==> src/rtl/dlrr_pkg.sv <==
// Shared constants, types and helpers for the dirty-line round-robin flusher.
// No dependencies; imported by every other file of the block except dlrr_ram.
package dlrr_pkg;

  localparam int BOARDS    = 8;
  localparam int DIGITS    = 8;
  localparam int LINE_W    = 64;
  localparam int BOARD_W   = 3;
  localparam int MASK_W    = 8;
  localparam int CMD_W     = 2;
  localparam int IDX_W     = (BOARDS > 1) ? $clog2(BOARDS) : 1;
  localparam int TRY_W     = (BOARDS > 1) ? $clog2(BOARDS) : 1;

  localparam logic [CMD_W-1:0] CMD_WRITE = 2'd0;
  localparam logic [CMD_W-1:0] CMD_TICK  = 2'd1;
  localparam logic [CMD_W-1:0] CMD_DONE  = 2'd2;

  localparam logic [MASK_W-1:0] FIRST_DIGIT_BIT = 8'h80;

  typedef struct packed {
    logic              re;
    logic              we;
    logic [IDX_W-1:0]  addr;
    logic [LINE_W-1:0] wdata;
  } ram_req_t;

  function automatic logic [IDX_W-1:0] next_board(logic [IDX_W-1:0] b);
    logic [IDX_W-1:0] n;
    if (32'(b) == BOARDS - 1) n = '0;
    else n = b + 1'b1;
    return n;
  endfunction

  function automatic logic [LINE_W-1:0] merge_line(logic [LINE_W-1:0] old_line,
                                                   logic [MASK_W-1:0] mask,
                                                   logic [LINE_W-1:0] data);
    logic [LINE_W-1:0] line;
    line = old_line;
    for (int d = 0; d < DIGITS && d < 8; d++) begin
      if ((mask & (FIRST_DIGIT_BIT >> d)) != '0) begin
        line[8*d +: 8] = data[8*d +: 8];
      end
    end
    return line;
  endfunction

endpackage

==> src/rtl/dlrr_if.sv <==
// Valid/ready channel interfaces for the flusher's command and send streams.
// Depends on dlrr_pkg for field widths.
interface dlrr_in_if import dlrr_pkg::*; ();
  logic               valid;
  logic               ready;
  logic [CMD_W-1:0]   cmd;
  logic [BOARD_W-1:0] board_index;
  logic [MASK_W-1:0]  digit_mask;
  logic [LINE_W-1:0]  digit_data;

  modport source (output valid, cmd, board_index, digit_mask, digit_data, input ready);
  modport sink   (input valid, cmd, board_index, digit_mask, digit_data, output ready);
endinterface

interface dlrr_out_if import dlrr_pkg::*; ();
  logic               valid;
  logic               ready;
  logic [BOARD_W-1:0] sent_board;
  logic [LINE_W-1:0]  sent_line;

  modport source (output valid, sent_board, sent_line, input ready);
  modport sink   (input valid, sent_board, sent_line, output ready);
endinterface

==> src/rtl/dlrr_ram.sv <==
// Generic single-port RAM with registered read data.
// No dependencies.
module dlrr_ram #(
  parameter int WIDTH = 64,
  parameter int DEPTH = 8
) (
  input  logic                                   clk,
  input  logic                                   re,
  input  logic                                   we,
  input  logic [((DEPTH > 1) ? $clog2(DEPTH) : 1)-1:0] addr,
  input  logic [WIDTH-1:0]                       wdata,
  output logic [WIDTH-1:0]                       rdata
);

  logic [WIDTH-1:0] mem_r [DEPTH];
  logic [WIDTH-1:0] rdata_r;

  always_ff @(posedge clk) begin
    if (we) begin
      mem_r[addr] <= wdata;
    end
    if (re) begin
      rdata_r <= mem_r[addr];
    end
  end

  assign rdata = rdata_r;

endmodule

==> src/rtl/dlrr_ctrl.sv <==
// Sequencer of the flusher: command decode, masked line merge, round-robin scan,
// changed/valid flags and the send output register. Depends on dlrr_pkg, dlrr_if.
module dlrr_ctrl import dlrr_pkg::*; (
  input  logic              clk,
  input  logic              rst_n,
  dlrr_in_if.sink           in_ch,
  dlrr_out_if.source        out_ch,
  output ram_req_t          ram_req,
  input  logic [LINE_W-1:0] ram_rdata
);

  typedef enum logic [1:0] {ST_IDLE, ST_MERGE, ST_SCAN, ST_FETCH} state_t;

  state_t             state_r, state_nxt;
  logic [BOARDS-1:0]  chg_r, chg_nxt;
  logic [BOARDS-1:0]  vld_r, vld_nxt;
  logic [IDX_W-1:0]   last_r, last_nxt;
  logic               busy_r, busy_nxt;
  logic [IDX_W-1:0]   idx_r, idx_nxt;
  logic [TRY_W-1:0]   tries_r, tries_nxt;
  logic [MASK_W-1:0]  mask_r, mask_nxt;
  logic [LINE_W-1:0]  data_r, data_nxt;
  logic               out_valid_r, out_valid_nxt;
  logic [BOARD_W-1:0] out_board_r, out_board_nxt;
  logic [LINE_W-1:0]  out_line_r, out_line_nxt;
  logic [LINE_W-1:0]  old_line;

  assign old_line = vld_r[idx_r] ? ram_rdata : '0;

  always_comb begin
    state_nxt     = state_r;
    chg_nxt       = chg_r;
    vld_nxt       = vld_r;
    last_nxt      = last_r;
    busy_nxt      = busy_r;
    idx_nxt       = idx_r;
    tries_nxt     = tries_r;
    mask_nxt      = mask_r;
    data_nxt      = data_r;
    out_valid_nxt = out_valid_r;
    out_board_nxt = out_board_r;
    out_line_nxt  = out_line_r;
    ram_req       = '0;

    if (out_valid_r && out_ch.ready) begin
      out_valid_nxt = 1'b0;
    end

    unique case (state_r)
      ST_IDLE: begin
        if (in_ch.valid) begin
          case (in_ch.cmd)
            CMD_WRITE: begin
              if (32'(in_ch.board_index) < BOARDS) begin
                idx_nxt      = IDX_W'(in_ch.board_index);
                mask_nxt     = in_ch.digit_mask;
                data_nxt     = in_ch.digit_data;
                ram_req.re   = 1'b1;
                ram_req.addr = IDX_W'(in_ch.board_index);
                state_nxt    = ST_MERGE;
              end
            end
            CMD_TICK: begin
              if (!busy_r) begin
                idx_nxt   = next_board(last_r);
                tries_nxt = '0;
                state_nxt = ST_SCAN;
              end
            end
            CMD_DONE: busy_nxt = 1'b0;
            default: ;
          endcase
        end
      end
      ST_MERGE: begin
        ram_req.we     = 1'b1;
        ram_req.addr   = idx_r;
        ram_req.wdata  = merge_line(old_line, mask_r, data_r);
        vld_nxt[idx_r] = 1'b1;
        chg_nxt[idx_r] = 1'b1;
        state_nxt      = ST_IDLE;
      end
      ST_SCAN: begin
        if (chg_r[idx_r]) begin
          ram_req.re   = 1'b1;
          ram_req.addr = idx_r;
          state_nxt    = ST_FETCH;
        end else if (32'(tries_r) == BOARDS - 1) begin
          state_nxt = ST_IDLE;
        end else begin
          idx_nxt   = next_board(idx_r);
          tries_nxt = tries_r + 1'b1;
        end
      end
      ST_FETCH: begin
        if (!out_valid_r || out_ch.ready) begin
          out_valid_nxt  = 1'b1;
          out_board_nxt  = BOARD_W'(idx_r);
          out_line_nxt   = old_line;
          chg_nxt[idx_r] = 1'b0;
          last_nxt       = idx_r;
          busy_nxt       = 1'b1;
          state_nxt      = ST_IDLE;
        end
      end
      default: state_nxt = ST_IDLE;
    endcase
  end

  always_ff @(posedge clk) begin
    if (!rst_n) begin
      state_r     <= ST_IDLE;
      chg_r       <= '0;
      vld_r       <= '0;
      last_r      <= '0;
      busy_r      <= 1'b0;
      out_valid_r <= 1'b0;
    end else begin
      state_r     <= state_nxt;
      chg_r       <= chg_nxt;
      vld_r       <= vld_nxt;
      last_r      <= last_nxt;
      busy_r      <= busy_nxt;
      out_valid_r <= out_valid_nxt;
    end
    idx_r       <= idx_nxt;
    tries_r     <= tries_nxt;
    mask_r      <= mask_nxt;
    data_r      <= data_nxt;
    out_board_r <= out_board_nxt;
    out_line_r  <= out_line_nxt;
  end

  assign in_ch.ready      = (state_r == ST_IDLE);
  assign out_ch.valid     = out_valid_r;
  assign out_ch.sent_board = out_board_r;
  assign out_ch.sent_line  = out_line_r;

endmodule

==> src/rtl/dirty_line_round_robin_flusher_unit.sv <==
// Dirty-line round-robin flusher, top level.
// Usage:
//   in_ch  (sink)  : commands. cmd 0 writes the digits of one board's line
//                    selected by digit_mask (bit 7 = digit 0) and marks it changed;
//                    cmd 1 is a flush tick; cmd 2 reports the send finished.
//   out_ch (source): one line to send (sent_board, sent_line), from a tick only.
// A transfer happens when valid and ready are both high at a clock edge.
// Sequence:
//   write     : RAM read, then merge and write back.
//   tick      : ignored when busy; otherwise an accept step, a scan of one
//               board per cycle (up to BOARDS boards) and a fetch of the found line.
//   send done : clears busy. ready is high only while the sequencer is idle.
// The scan shares the single RAM port with the write merge. The result sits in an
// output register; a stalled receiver holds it, and a later tick that finds a line
// waits in the fetch step until it drains.
// Reset (rst_n low, synchronous) clears all changed flags, line valid bits,
// busy and the last-sent board; unwritten lines read as zero, so no RAM
// clearing pass is needed.
module dirty_line_round_robin_flusher_unit import dlrr_pkg::*; (
  input  logic       clk,
  input  logic       rst_n,
  dlrr_in_if.sink    in_ch,
  dlrr_out_if.source out_ch
);

  ram_req_t          ram_req;
  logic [LINE_W-1:0] ram_rdata;

  dlrr_ctrl u_ctrl (
    .clk       (clk),
    .rst_n     (rst_n),
    .in_ch     (in_ch),
    .out_ch    (out_ch),
    .ram_req   (ram_req),
    .ram_rdata (ram_rdata)
  );

  dlrr_ram #(
    .WIDTH (LINE_W),
    .DEPTH (BOARDS)
  ) u_line_ram (
    .clk   (clk),
    .re    (ram_req.re),
    .we    (ram_req.we),
    .addr  (ram_req.addr),
    .wdata (ram_req.wdata),
    .rdata (ram_rdata)
  );

`ifndef SYNTHESIS
  a_port_exclusive: assert property (@(posedge clk) disable iff (!rst_n)
    !(ram_req.re && ram_req.we))
    else $error("line RAM read and written in the same cycle");

  a_write_after_read: assert property (@(posedge clk) disable iff (!rst_n)
    ram_req.we |-> ($past(ram_req.re) && $past(ram_req.addr) == ram_req.addr))
    else $error("line write-back without a read of the same board");

  a_write_holds_ready: assert property (@(posedge clk) disable iff (!rst_n)
    (in_ch.valid && in_ch.ready && in_ch.cmd == CMD_WRITE
     && 32'(in_ch.board_index) < BOARDS) |=> !in_ch.ready)
    else $error("ready high during a line merge");
`endif

endmodule

==> src/flat_wrapper.sv <==
// flat-port wrapper written by rule: the top's interface ports become plain ports
module dirty_line_round_robin_flusher_unit_flat import dlrr_pkg::*;
  (clk, rst_n, in_ch_valid, in_ch_cmd, in_ch_board_index, in_ch_digit_mask, in_ch_digit_data, in_ch_ready, out_ch_valid, out_ch_sent_board, out_ch_sent_line, out_ch_ready);
  dlrr_in_if in_ch_i ();
  dlrr_out_if out_ch_i ();
  input  logic clk;
  input  logic rst_n;
  input wire logic [$bits(in_ch_i.valid)-1:0] in_ch_valid;
  input wire logic [$bits(in_ch_i.cmd)-1:0] in_ch_cmd;
  input wire logic [$bits(in_ch_i.board_index)-1:0] in_ch_board_index;
  input wire logic [$bits(in_ch_i.digit_mask)-1:0] in_ch_digit_mask;
  input wire logic [$bits(in_ch_i.digit_data)-1:0] in_ch_digit_data;
  output wire logic [$bits(in_ch_i.ready)-1:0] in_ch_ready;
  output wire logic [$bits(out_ch_i.valid)-1:0] out_ch_valid;
  output wire logic [$bits(out_ch_i.sent_board)-1:0] out_ch_sent_board;
  output wire logic [$bits(out_ch_i.sent_line)-1:0] out_ch_sent_line;
  input wire logic [$bits(out_ch_i.ready)-1:0] out_ch_ready;
  assign in_ch_i.valid = in_ch_valid;
  assign in_ch_i.cmd = in_ch_cmd;
  assign in_ch_i.board_index = in_ch_board_index;
  assign in_ch_i.digit_mask = in_ch_digit_mask;
  assign in_ch_i.digit_data = in_ch_digit_data;
  assign in_ch_ready = in_ch_i.ready;
  assign out_ch_valid = out_ch_i.valid;
  assign out_ch_sent_board = out_ch_i.sent_board;
  assign out_ch_sent_line = out_ch_i.sent_line;
  assign out_ch_i.ready = out_ch_ready;
  dirty_line_round_robin_flusher_unit u_core (.clk(clk), .rst_n(rst_n), .in_ch(in_ch_i), .out_ch(out_ch_i));
endmodule
==> config.mk <==
export PLATFORM = sky130hd
export DESIGN_NAME = dirty_line_round_robin_flusher_unit_flat
export DESIGN_NICKNAME = d
export VERILOG_FILES = /design/src/rtl/dlrr_pkg.sv /design/src/rtl/dlrr_if.sv /design/src/rtl/dlrr_ram.sv /design/src/rtl/dlrr_ctrl.sv /design/src/rtl/dirty_line_round_robin_flusher_unit.sv /design/src/flat_wrapper.sv
export SDC_FILE = /design/constraint.sdc
export NUM_CORES = 1
export LEC_CHECK = 0
export ABC_AREA = 0
export BUFFER_PORTS_ARGS = -buffer_cell sky130_fd_sc_hd__buf_2
export CAP_MARGIN = 40
export CELL_PAD_IN_SITES_DETAIL_PLACEMENT = 0
export CELL_PAD_IN_SITES_GLOBAL_PLACEMENT = 1
export CORE_MARGIN = 10
export CORE_UTILIZATION = 25
export CTS_BUF_LIST = sky130_fd_sc_hd__clkbuf_4 sky130_fd_sc_hd__clkbuf_8
export DETAILED_ROUTE_END_ITERATION = 10
export GPL_TIMING_DRIVEN = 0
export PLACE_DENSITY_LB_ADDON = 0.08
export SLEW_MARGIN = 10
export SYNTH_ARGS = -nofsm -noshare
export SYNTH_HDL_FRONTEND = slang
export SYNTH_SLANG_ARGS = --single-unit
==> constraint.sdc <==
create_clock -name clk -period 28.6 [get_ports clk]
set_clock_uncertainty 0.05 [all_clocks]
set_input_delay 1.43 -clock clk [delete_from_list [all_inputs] [get_ports clk]]
set_output_delay 1.43 -clock clk [all_outputs]
set_load 0.03 [all_outputs]
* Word level (Yosys, flattened, before mapping)
Memory sizes are Yosys's and may differ from the RTL's. A register that Yosys moved wholly into a read port is not among the register bits.
Index checks and enable logic that the tools add are counted.
** Cells by class
- Add/sub/neg operators :: 3
- $lt $le $gt $ge :: 2
- Equal/unequal tests :: 18
- Muxes and demuxes :: 57
- Bitwise gates (word level) :: 4
- Reduce and logical (&&, ||, !) cells :: 16
** Operators by type and width (number)
- 2-to-1 mux 64 bit :: 2
- 2-to-1 mux 8 bit :: 9
- 2-to-1 mux 3 bit :: 14
- case mux 3 bit (2 select lines) :: 3
- OR 8 bit :: 2
- case mux 8 bit (2 select lines) :: 1
- 2-to-1 mux 1 bit :: 15
- AND reduction 6 bit :: 2
- 2-to-1 mux 2 bit :: 5
- inequality test 2 bit (second input constant) :: 5
- adder 3 x 1 -> 3 bit (second input constant) :: 3
- == test 3 bit (second input constant) :: 3
- case mux 3 bit (3 select lines) :: 1
- bitwise AND 8 bit :: 1
- NOT 8 bit :: 1
- case mux 2 bit (4 select lines) :: 1
- binary-select mux 1 bit (select 3 bit) :: 2
- == test 2 bit (second input constant) :: 3
- inequality test 3 bit (second input constant) :: 2
- nonzero test 2 bit :: 3
- AND reduction 5 bit :: 1
- == test 2 x 1 -> 1 bit (second input constant) :: 2
- zero test 2 bit :: 2
- less-than comparator 3 x 4 -> 1 bit (second input constant) :: 1
- other kinds (12) :: 16
** Storage, ports and cells
- Flip-flop bits (word level) :: 168
- Memory bits (writable) :: 512
- Input port bits :: 81
- Output and inout bits :: 69
- Memories kept :: 1
** Memories
- u_core.u_line_ram.mem_r :: depth 8, width 64, read ports 1, clocked after memory_dff 1, wr ports 1, line dlrr_ram.sv:15 : logic [WIDTH-1:0] mem_r [DEPTH];

* Longest topological paths before layout
Gate-level depths: netlist (run 1).
- Word-level depth :: 8
- Gate-level depth with buffers :: 9
- Depth with buffers taken out :: 6

* By module
From an unflattened synthesis (run 1), not the netlist that was laid out.
** Unflattened totals
- Cell total of the unflattened synthesis :: 1611
- Area total of the unflattened synthesis :: 28750.1 sq um
** By module, submodules not included
- dlrr_ram :: instances 1, cells an instance 1015, area an instance 21368.0 sq um
- dlrr_ctrl :: instances 1, cells an instance 596, area an instance 7382.1 sq um

* Least setup slack after synthesis (run 1)
OpenSTA, ideal clock, no wires.
- Path type :: in2reg
- Start point :: in in_ch_cmd[0]
- End point :: mem u_core.u_line_ram.mem_r[6][0], enable pin
- Library setup time :: 653 ps
- Data arrival time :: 10194 ps
- Data required time :: 27897 ps
- Setup slack :: 17703 ps
- Cell stages on the path :: 4
- Path buffers :: 0
- Cells stage by stage :: nor3_1 -> and2_1 -> a21oi_1 -> nor4_1
** Between the ends
- Longest elaborated chain between the ends :: 4
** RTL lines
- from (decl) :: line flat_wrapper.sv:9 : input wire logic [$bits(in_ch_i.cmd)-1:0] in_ch_cmd;
- zero test 2 bit :: line dlrr_ctrl.sv:52 : case (in_ch.cmd)
- 2-to-1 mux 3 bit :: line dlrr_ctrl.sv:52
- 2-to-1 mux 3 bit :: line dlrr_ctrl.sv:51 : if (in_ch.valid) begin
- case mux 3 bit (3 select lines) :: line dlrr_ctrl.sv:49 : unique case (state_r)
- to (decl) :: line dlrr_ram.sv:15
No other way between the ends.

* Worst setup path after layout (run 1)
- Start point :: reg u_core.u_ctrl.idx_r[0]
- End point :: mem u_core.u_line_ram.mem_r[5][34], enable pin
** Between the ends
- Longest elaborated chain between the ends :: 4
** RTL lines
- from (decl) :: line dlrr_ctrl.sv:19 : logic [IDX_W-1:0] idx_r, idx_nxt;
- from (signal assigned) :: line dlrr_ctrl.sv:126 : idx_r <= idx_nxt;
- binary-select mux 1 bit (select 3 bit) :: line dlrr_ctrl.sv:84 : if (chg_r[idx_r]) begin
- 2-to-1 mux 1 bit (implied by the code) :: line dlrr_ctrl.sv:84
- 2-to-1 mux 3 bit :: line dlrr_ctrl.sv:84
- case mux 3 bit (3 select lines) (*) :: line dlrr_ctrl.sv:49
Every way passes the cells marked *; elsewhere a longest branch is shown, timed or not. The select of a mux whose other input is x is not followed.

==> results of run 1 <==
[final cells by class]
class	instances	area (um^2)	share of cell area (%)
well taps	1524	1910	5.37
inverters	5	28.8	0.0811
multi-input cells	775	6500	18.3
repair buffers	224	1670	4.70
flip-flops and latches	744	22100	62.3
diodes	1	2.50	0.00705
clock inverters	50	314	0.885
clock buffers	203	2440	6.88
plain buffers	92	522	1.47
[critical path, stage by stage (launching register included)]
cell	delay (ns)
edfxtp_1	0.48
buf_6	0.20
mux2i_1	0.12
mux4_2	0.55
o21ai_1	0.58
nand2_1	0.31
clkbuf_1	0.45
clkbuf_1	0.47
nor2_4	0.34
buf_12	0.23
buf_12	0.21
buf_16	0.19
[state kept, by name, summed over array words and instances, names as in the netlist, 3 cells and up, named ones only]
register / count
u_core.u_ctrl.last_r: 3
u_core.u_ctrl.out_ch.sent_board: 3
u_core.u_ctrl.data_r: 64
u_core.u_ctrl.vld_r: 8
u_core.u_ctrl.out_ch.sent_line: 64
u_core.u_ctrl.idx_r: 3
u_core.u_line_ram.rdata: 64
u_core.u_ctrl.tries_r: 3
u_core.u_ctrl.mask_r: 8
u_core.u_line_ram.mem_r: 512
[placed cells by master (no fill, tap or decap), types with 8 or more instances in the layout]
cell      Yosys  routed
a21boi_0      8       8
a21oi_1      70      70
a221oi_2     60      60
and2_1       69      68
buf_16        0       8
buf_2         8     161
buf_4        13      43
buf_6        13      31
buf_8         1      10
clkbuf_1     57      52
clkbuf_4      0      57
clkbuf_8      0     147
clkinv_1      0      28
dfxtp_1      23      23
edfxtp_1    721     721
mux2_2      129     129
mux2i_1     139     139
nand2_1      77      77
nand3b_1     66      66
nor2_1       13       9
nor2b_1      10      10
o21a_1       12      12
o21ai_0      11      11
o22ai_1      64      64
[per-stage QoR]
stage          total power [W]  hold WS, ns  area [um^2]  worst slack, ns  cells
2_1_floorplan          0.00128        0.390        29100            17.70   1616
3_3_place_gp           0.00133        0.401        31700             7.36   3289
3_5_place_dp           0.00133        0.408        32700            23.25   3364
4_1_cts                0.00239        0.423        35500            23.99   3617
5_1_grt                0.00244        0.444        35500            23.83   3618
6_report               0.00233        0.424        35500            24.06   3618
[Yosys cell counts (all sizes together), types with 8 or more instances]
cell type | number | area [um^2]
nor2b | 10 | 62.6
o22ai | 64 | 400
nand3b | 66 | 495
nand2 | 77 | 289
mux2 | 132 | 1490
a21boi | 8 | 60.1
nor2 | 13 | 48.8
o21ai | 13 | 65.1
and2 | 69 | 432
o21a | 12 | 90.1
dfxtp | 23 | 460
a21oi | 70 | 350
edfxtp | 721 | 21700
a221oi | 65 | 945
mux2i | 139 | 1390
clkbuf | 57 | 214
buf | 35 | 299
[power groups by stage]
stage	Sequential [W]	Clock [W]	Combinational (W)
after floorplan	0.00122	0	0.0000577
after global placement	0.00123	0	0.000101
after detailed placement	0.00123	0	0.000108
after CTS	0.00120	0.00107	0.000108
after global routing	0.00120	0.00112	0.000113
final	0.00120	0.00103	0.000104
[metal layers]
metal | share of wire (%) | wire length [um] | global-route usage (%)
met2 | 48 | 41800 | 22.0
met3 | 4.3 | 3720 | 2.89
met5 | 0 | 0 | 0
met1 | 45 | 39200 | 16.9
met4 | 2.2 | 1910 | 4.19
[kinds of logic after synthesis]
group | count (synthesis)
flip-flops | 744
adder cells (fa/ha/maj) | 6
AND/OR/NAND/NOR | 253
multiplexers | 273
buffers and inverters | 97
AO/OA/AOI/OAI | 243
[how the worst max path moves through the flow]
stage / start / to / slack (ns) / depth (start not counted)
6_report: u_core.u_ctrl.idx_r[0]$_DFFE_PP_ / u_core.u_line_ram.mem_r[5][34]$_DFFE_PP_ / 24.06 / 11
5_1_grt: u_core.u_ctrl.idx_r[0]$_DFFE_PP_ / u_core.u_line_ram.mem_r[5][34]$_DFFE_PP_ / 23.83 / 11
4_1_cts: u_core.u_ctrl.idx_r[0]$_DFFE_PP_ / u_core.u_line_ram.mem_r[5][31]$_DFFE_PP_ / 23.99 / 11
3_5_place_dp: in_ch_cmd[0] / u_core.u_line_ram.mem_r[6][35]$_DFFE_PP_ / 23.25 / 11
3_3_place_gp: in_ch_cmd[0] / u_core.u_line_ram.mem_r[6][35]$_DFFE_PP_ / 7.36 / 5
2_1_floorplan: in_ch_cmd[0] / u_core.u_line_ram.mem_r[6][0]$_DFFE_PP_ / 17.70 / 4
==> flow_summary.toml, run 1 <==
[die]
fp.dieH_um = 361
io_pins = 150
core_um2 = 116000
fp.dieW_um = 361
dieArea_um2 = 130000
placementRows = 125
start_util_pct = 25.1

[power_and_ir_drop]
p_int_w = 0.00180
power_leakage_nw = 13.1
power_frac_clock_pct = 44.0
p_seq_share_pct = 51.5
p_comb_share_pct = 4.5
ir_worst_vdd_mv = 0.0395
power_switching_w = 0.000535
swShare_pct = 22.9
p_per_area_nw_per_um2 = 65.8

[sta]
fin_crit_ns = 4.54
fin_tns_setup_ns = 0
max_freq_ghz = 0.220
setup_violations = 0
maxSlewHeadroom_pct = 42.7
rsz0062_at_grt = "false"
final.period_utilization_pct = 15.9
hold_viol_final = 0
report.final.slew_viol_count = 0
worst_slew_pin_slew_ns = 0.860

[drt]
route.detailed.drc = 0
drt-initial-drc-count = 782
wirelength_um = 86600
viasPerCell = 4.33
antenna_left = 0
firstDrtPassIters = 5
num_vias = 15700
avgRoutedWirePerCell_um = 23.9

[critical_path]
crit_fanout = 17
startpoint_type = "flop"
crit_type = "reg -> reg"
worstReg2RegStart = "u_core.u_ctrl.idx_r[0]$_DFFE_PP_"
arrival_ns = 4.99
r2r_cells = 11
crit_required_ns = 29.05
worst_setup_path_end_kind = "flop"
rrSetupSlack_ns = 24.06
reg2reg_to = "u_core.u_line_ram.mem_r[5][34]$_DFFE_PP_"

[placement]
hpwl_um = 57400
portBuffers = 149
gp_congestion = 0.691

[global_route]
globalRoute.totalOverflow = 0
grt_pass1_vias = 17300
grt_antenna_before_repair = 7
grt_pass1_wl_um = 125000
grt_max_degree = 55
globalRouteTotalUtil_pct = 13.2

[clock_network]
cts.clk_slew.worst_paths_ns = 0.06
cts_tree = "built"
htreeDepth = 4
cts_sinks = 744
clock_path_buffers = 3
ctsHoldBuffers = 0
cts_setup_buffers = 0
root_buffer = "clkbuf_8"
insertion_delay_ns = 0.81
cts_resized = 0
numCtsBuffers = 145

[yosys]
synthXorXnorAreaFrac_pct = 0
ys_seq_area_share_pct = 76.0
synth_compound_area_share_pct = 6.93
async_flop_share_pct = 0
synth-edff-count = 721
synth_nets = 1703
synth-simple-area-share_pct = 4.92
yosys.area_share.adder_pct = 0.258
synth.area.mux_share_pct = 10.0
yosysWarningCount = 0
synth_top_family_by_area = "multiplexers"
syn_area_um2 = 29100
synth_flop_cell = "edfxtp_1"
synthCells = 1616
synth-seq-cells = 744
ys_types = 40
syn_area_per_cell_um2 = 18.0

[cells_and_area]
final_util_pct = 30.6
area_growth_pct = 22.0
fillCellCount = 11500
fin_nets = 2074
layout-drive-gt1-share_pct = 33.1

[status]
status = "finished clean"

[run]
drv_cap = 0

[worst_hold_path]
worstHoldEndpoint = "u_core.u_ctrl.vld_r[3]$_SDFFE_PN0N_"
min_path_cells = 1
min_from = "u_core.u_ctrl.vld_r[3]$_SDFFE_PN0N_"
min_path_type = "reg -> reg"
(Power assumes the default switching activity.)
==> run 2: changes to the inputs <==
Settings changed: ABC_AREA 0 to 1.
Clock period 28.6 ns to 3.66 ns, I/O delays scaled along.
==> run 2 against run 1 <==
Count of clock-buffer cells in the layout up 7. Critical path depth down 2. Total power rose to 8.2 times the previous value. Via count up 44%. Synthesized cell count up 84%. Utilization up 1.0 points. Sequential power rose to 7.9 times the previous value. Sequential share of layout area down 7.4 points. Synthesized area up 9.7%. Non-clock buffer count up 193.
==> flow_summary.toml, run 2 <==
[critical_path]
crit_start = "u_core.u_ctrl.idx_r[2]$_DFFE_PP_"
startpoint_type = "flop"
cp-endpoint = "u_core.u_line_ram.mem_r[3][61]$_DFFE_PP_"
crit_required_ns = 4.18
crit_type = "reg -> reg"
critPathMaxStageDelay_ns = 0.58
reg2reg_to = "u_core.u_line_ram.mem_r[3][61]$_DFFE_PP_"
cp.depth = 9
cpMostUsedCell = "nand2_1"
slowest_stage = "edfxtp_1"
r2r_cells = 9
cp_num_buf_inv = 2
worst_setup_path_end_kind = "flop"
worstReg2RegStart = "u_core.u_ctrl.idx_r[2]$_DFFE_PP_"
crit_fanout = 10
crit_chain = "nor2_1 -> nand2_1 -> o22ai_1 -> a31oi_1 -> nand3b_1 -> buf_4 -> buf_2 -> nand2_1 -> a21oi_2"
worst_path_dominant_cell_family = "buffers and inverters"
rrSetupSlack_ns = 0.29
arrival_ns = 3.89

[sta]
maxSlewHeadroom_pct = 34.9
hold_viol_final = 0
fin_tns_setup_ns = 0
rsz0062_at_grt = "false"
final.period_utilization_pct = 92.0
worst_slew_pin_slew_ns = 0.977
fin_ws_ns = 0.292
fin_crit_ns = 3.37
setup_violations = 0
report.final.slew_viol_count = 0
max_freq_ghz = 0.297

[placement]
portBuffers = 149
place_area_um2 = 35600
hpwl_um = 70600
dp_slack_ns = -0.480
gp_congestion = 0.734

[clock_network]
htreeDepth = 4
numCtsBuffers = 149
clock_path_buffers = 3
root_buffer = "clkbuf_8"
cts.clk_slew.worst_paths_ns = 0.06
cts_sinks = 744
cts_tree = "built"
insertion_delay_ns = 0.84

[worst_hold_path]
min_path_type = "in -> reg"

[yosys]
synth_top_area_cell = "edfxtp_1"
yosys.area.top_type_share_pct = 67.8
ys_seq_area_share_pct = 69.3
synth-edff-count = 721
syn_area_um2 = 31900
synth_flop_cell = "edfxtp_1"
synth_common_cells = "721 x edfxtp_1, 701 x inv_1, 552 x nand2_1"
synth.most_common_cell = "edfxtp_1"
async_flop_share_pct = 0
ys_types = 30
netlist_top_cells_area = "edfxtp_1 68%, inv_1 8.2%, nand2_1 6.5%"
yosysWarningCount = 0
synth_nets = 3057
synth-seq-cells = 744
syn_area_per_cell_um2 = 10.7
synthCells = 2970

[run]
drv_cap = 0

[die]
dieArea_um2 = 142000
fp.dieH_um = 377
start_util_pct = 25.1
placementRows = 131
fp.dieW_um = 377
core_um2 = 127000
io_pins = 150

[cells_and_area]
final_util_pct = 31.6
mostFrequentLayoutCell = "edfxtp_1"
layout-drive-gt1-share_pct = 17.0
area_growth_pct = 26.1
finish.instance_area_um2 = 40300
largest_reg_flops = 512
regMostFlops = "u_core.u_line_ram.mem_r"
final_cell_mix = "721 x edfxtp_1, 701 x inv_1, 550 x nand2_1"
fin_nets = 3556

[global_route]
grt_pass1_vias = 23600
grt_antenna_before_repair = 5
grt_max_degree = 66
globalRouteTotalUtil_pct = 15.0
globalRoute.totalOverflow = 0
grt_pass1_wl_um = 157000

[power_and_ir_drop]
p_comb_share_pct = 5.8
power_leakage_nw = 16.8
total_power_w = 0.0190
ir_worst_vdd_mv = 0.265
power_frac_clock_pct = 44.6
swShare_pct = 23.8
p_seq_share_pct = 49.5
power_switching_w = 0.00453
p_int_w = 0.0145
p_per_area_nw_per_um2 = 473

[drt]
avgRoutedWirePerCell_um = 20.5
wirelength_um = 108000
firstDrtPassIters = 5
drt-initial-drc-count = 1444
num_vias = 22600
viasPerCell = 4.30
route.detailed.drc = 0
antenna_left = 0

[status]
status = "finished clean"
-- run 2: changes by cell type after synthesis, sizes merged, moves of 14 or more --
cell,before,now
o22ai,64,2
clkbuf,57,43
mux2i,139,0
o21ai,13,81
buf,35,118
nand3b,66,1
nand3,3,266
mux2,132,0
inv,5,747
a221oi,65,1
and2,69,0
nand4,0,258
nor2,13,47
nand2,77,553
-- run 2: power groups by stage --
stage	sequential, W	clock [W]	combinational [W]
finish	0.00943	0.00849	0.00111
global route	0.00943	0.00924	0.00125
CTS	0.00943	0.00887	0.00113
detailed placement	0.00960	0	0.000994
global placement	0.00961	0	0.000960
floorplan	0.00959	0	0.000554
-- run 2: area by class of cell --
cell class / instances / area [um^2]
inverter: 759 / 2850
fill: 13000 / 86900
clock inverter: 58 / 358
sequential: 744 / 22100
antenna: 4 / 10.0
buffer: 161 / 746
clock buffer: 210 / 2570
timing repair buffer: 348 / 3100
multi-input combinational: 1306 / 6430
tap: 1662 / 2080
-- run 2: cell families after synthesis --
logic type      Yosys count  synth area share, %
simple gates           1126                 16.5
buf+inv                 920                 11.2
flops                   744                 69.3
fa+ha+maj                 6                0.235
compound gates          174                 2.80
-- run 2: metal layers --
| layer | global-route usage (%) | up-vias | share of wire (%) |
|---|---|---|---|
| li1 | - | 10900 | - |
| met1 | 20.1 | 11000 | 46 |
| met2 | 24.2 | 555 | 46 |
| met3 | 3.25 | 176 | 5.6 |
| met4 | 4.82 | 0 | 2.4 |
| met5 | 0 | - | 0 |
-- run 2: what timing repair did --
item,4_1_cts,5_1_grt
gates resized for setup,12,26
endpoints found under the setup margin,441,202
setup buffers,2,0
gates cloned,0,0
hold endpoints to repair,149,0
pin swaps,1,0
hold buffers,159,0
-- run 2: worst min-delay path by stage --
stage,to,from,cells past startpoint,slack (ns)
3_5_place_dp,u_core.u_ctrl.data_r[22]$_DFFE_PP_,in_ch_digit_data[22],1,0.31
3_3_place_gp,u_core.u_ctrl.mask_r[5]$_DFFE_PP_,in_ch_digit_mask[5],1,0.31
4_1_cts,u_core.u_ctrl.data_r[51]$_DFFE_PP_,in_ch_digit_data[51],2,0.0005
2_1_floorplan,u_core.u_ctrl.data_r[0]$_DFFE_PP_,in_ch_digit_data[0],0,0.23
6_report,u_core.u_ctrl.data_r[51]$_DFFE_PP_,in_ch_digit_data[51],2,0.08
5_1_grt,u_core.u_ctrl.data_r[51]$_DFFE_PP_,in_ch_digit_data[51],2,0.02
-- run 2: stage by stage --
step	hold slack [ns]	std cells
floorplan	0.232	2970
finish	0.0754	5252
CTS	0.000478	5247
detailed placement	0.311	4818
global route	0.0225	5251
global placement	0.310	4781
==> run 3: changes to the inputs <==
Settings changed: MAX_ROUTING_LAYER set to met4.
==> run 3 against run 2 <==
Critical path depth unchanged. Design area about the same. Routed wire length about the same. Via count decreased by 0.35%. First-iteration DRC count decreased by 6.0%. Non-clock buffer count unchanged. Die area unchanged. Fmax about the same. Combinational power about the same. Register-to-register slack about the same. Largest power group unchanged.
==> flow_summary.toml, run 3 (synthesis gave the netlist of run 2 again) <==
[sta]
maxSlewHeadroom_pct = 34.5
max_freq_ghz = 0.297
fin_tns_setup_ns = 0
hold_viol_final = 0
report.final.slew_viol_count = 0
setup_violations = 0
rsz0062_at_grt = "false"
worst_slew_pin_slew_ns = 0.983
final.period_utilization_pct = 92.1
fin_crit_ns = 3.37

[clock_network]
htreeDepth = 4
cts_sinks = 744
insertion_delay_ns = 0.84
cts_tree = "built"
root_buffer = "clkbuf_8"
clock_path_buffers = 3
cts.clk_slew.worst_paths_ns = 0.06
numCtsBuffers = 149

[cells_and_area]
fillCellCount = 13000
finish.instance_area_um2 = 40200
layout-drive-gt1-share_pct = 17.0
regMostFlops = "u_core.u_line_ram.mem_r"
multi_input_area_um2 = 6430
mostFrequentLayoutCell = "edfxtp_1"
largest_reg_flops = 512
area_growth_pct = 26.1
final_cell_mix = "721 x edfxtp_1, 701 x inv_1, 550 x nand2_1"
fin_nets = 3556
regArea_um2 = 22100

[critical_path]
rrSetupSlack_ns = 0.29
cp-endpoint = "u_core.u_line_ram.mem_r[2][62]$_DFFE_PP_"
reg2reg_to = "u_core.u_line_ram.mem_r[2][62]$_DFFE_PP_"
startpoint_type = "flop"
arrival_ns = 3.88
worstReg2RegStart = "u_core.u_ctrl.idx_r[2]$_DFFE_PP_"
r2r_cells = 9
crit_type = "reg -> reg"
worst_setup_path_end_kind = "flop"
crit_fanout = 10
crit_start = "u_core.u_ctrl.idx_r[2]$_DFFE_PP_"
crit_required_ns = 4.17

[drt]
num_vias = 22500
viasPerCell = 4.28
drt-initial-drc-count = 1357
avgRoutedWirePerCell_um = 20.5
antenna_left = 0
wirelength_um = 107000
route.detailed.drc = 0
firstDrtPassIters = 5

[global_route]
grt_max_degree = 66
grt_antenna_before_repair = 5
globalRouteTotalUtil_pct = 15.5
grt_pass1_wl_um = 157000
grt_pass1_vias = 23600
globalRoute.totalOverflow = 0

[worst_hold_path]
min_path_type = "in -> reg"

[placement]
hpwl_um = 70600
portBuffers = 149
gp_congestion = 0.743
place_area_um2 = 35600

[status]
status = "finished clean"

[die]
start_util_pct = 25.1
placementRows = 131
dieArea_um2 = 142000
fp.dieW_um = 377
core_um2 = 127000
io_pins = 150
fp.dieH_um = 377

[power_and_ir_drop]
total_power_w = 0.0190
p_per_area_nw_per_um2 = 473
ir_worst_vdd_mv = 0.262
power_leakage_nw = 16.8

[run]
drv_cap = 0
[run 3: worst min path at each step]
stage / from / end / depth (start not counted)
CTS: in_ch_digit_data[51] / u_core.u_ctrl.data_r[51]$_DFFE_PP_ / 2
global placement: in_ch_digit_mask[5] / u_core.u_ctrl.mask_r[5]$_DFFE_PP_ / 1
detailed placement: in_ch_digit_data[22] / u_core.u_ctrl.data_r[22]$_DFFE_PP_ / 1
floorplan: in_ch_digit_data[0] / u_core.u_ctrl.data_r[0]$_DFFE_PP_ / 0
global route: in_ch_digit_data[51] / u_core.u_ctrl.data_r[51]$_DFFE_PP_ / 2
finish: in_ch_digit_data[51] / u_core.u_ctrl.data_r[51]$_DFFE_PP_ / 2
[run 3: final cells by class]
type                    count  share of cell area, %
repair buffers            348                   7.69
flip-flops and latches    744                   54.9
plain buffers             161                   1.85
well taps                1662                   5.17
multi-input cells        1306                   16.0
diodes                      4                 0.0249
clock inverters            58                  0.889
clock buffers             210                   6.39
inverters                 759                   7.08
[run 3: timing repair]
action                     in CTS  in global routing
gates cloned                    0                  0
setup endpoints to repair     441                196
hold endpoints to repair      149                  0
setup buffers                   2                  0
resized for setup              12                 25
hold buffers                  159                  0
pin swaps                       1                  0
[run 3: per-stage QoR]
step | hold slack (ns) | setup slack, ns | instances | util, %
6_report | 0.0794 | 0.289 | 5252 | 31.6
5_1_grt | 0.0225 | 0.00346 | 5251 | 31.6
4_1_cts | 0.000478 | 0.0131 | 5247 | 31.6
3_5_place_dp | 0.311 | -0.480 | 4818 | 28.0
3_3_place_gp | 0.310 | -4.19 | 4781 | 27.3
2_1_floorplan | 0.232 | -0.408 | 2970 | -
[run 3: layer usage]
| metal | GRT usage [%] | routed length (um) |
|---|---|---|
| met2 | 24.2 | 49600 |
| met3 | 3.19 | 5790 |
| met4 | 4.82 | 2440 |
| met1 | 20.1 | 49700 |
| met5 | - | 0 |
[run 3: power breakdown]
part           switching, W  total (W)  internal, W
logic              0.000723    0.00111     0.000387
registers         0.0000336    0.00943      0.00939
clock network       0.00376    0.00848      0.00472
[run 3: worst max-delay path, stage by stage, from the launching register on]
cell,delay (ns)
edfxtp_1,0.58
nor2_1,0.33
nand2_1,0.19
o22ai_1,0.23
a31oi_1,0.08
nand3b_1,0.09
buf_4,0.39
buf_2,0.48
nand2_1,0.16
a21oi_2,0.46
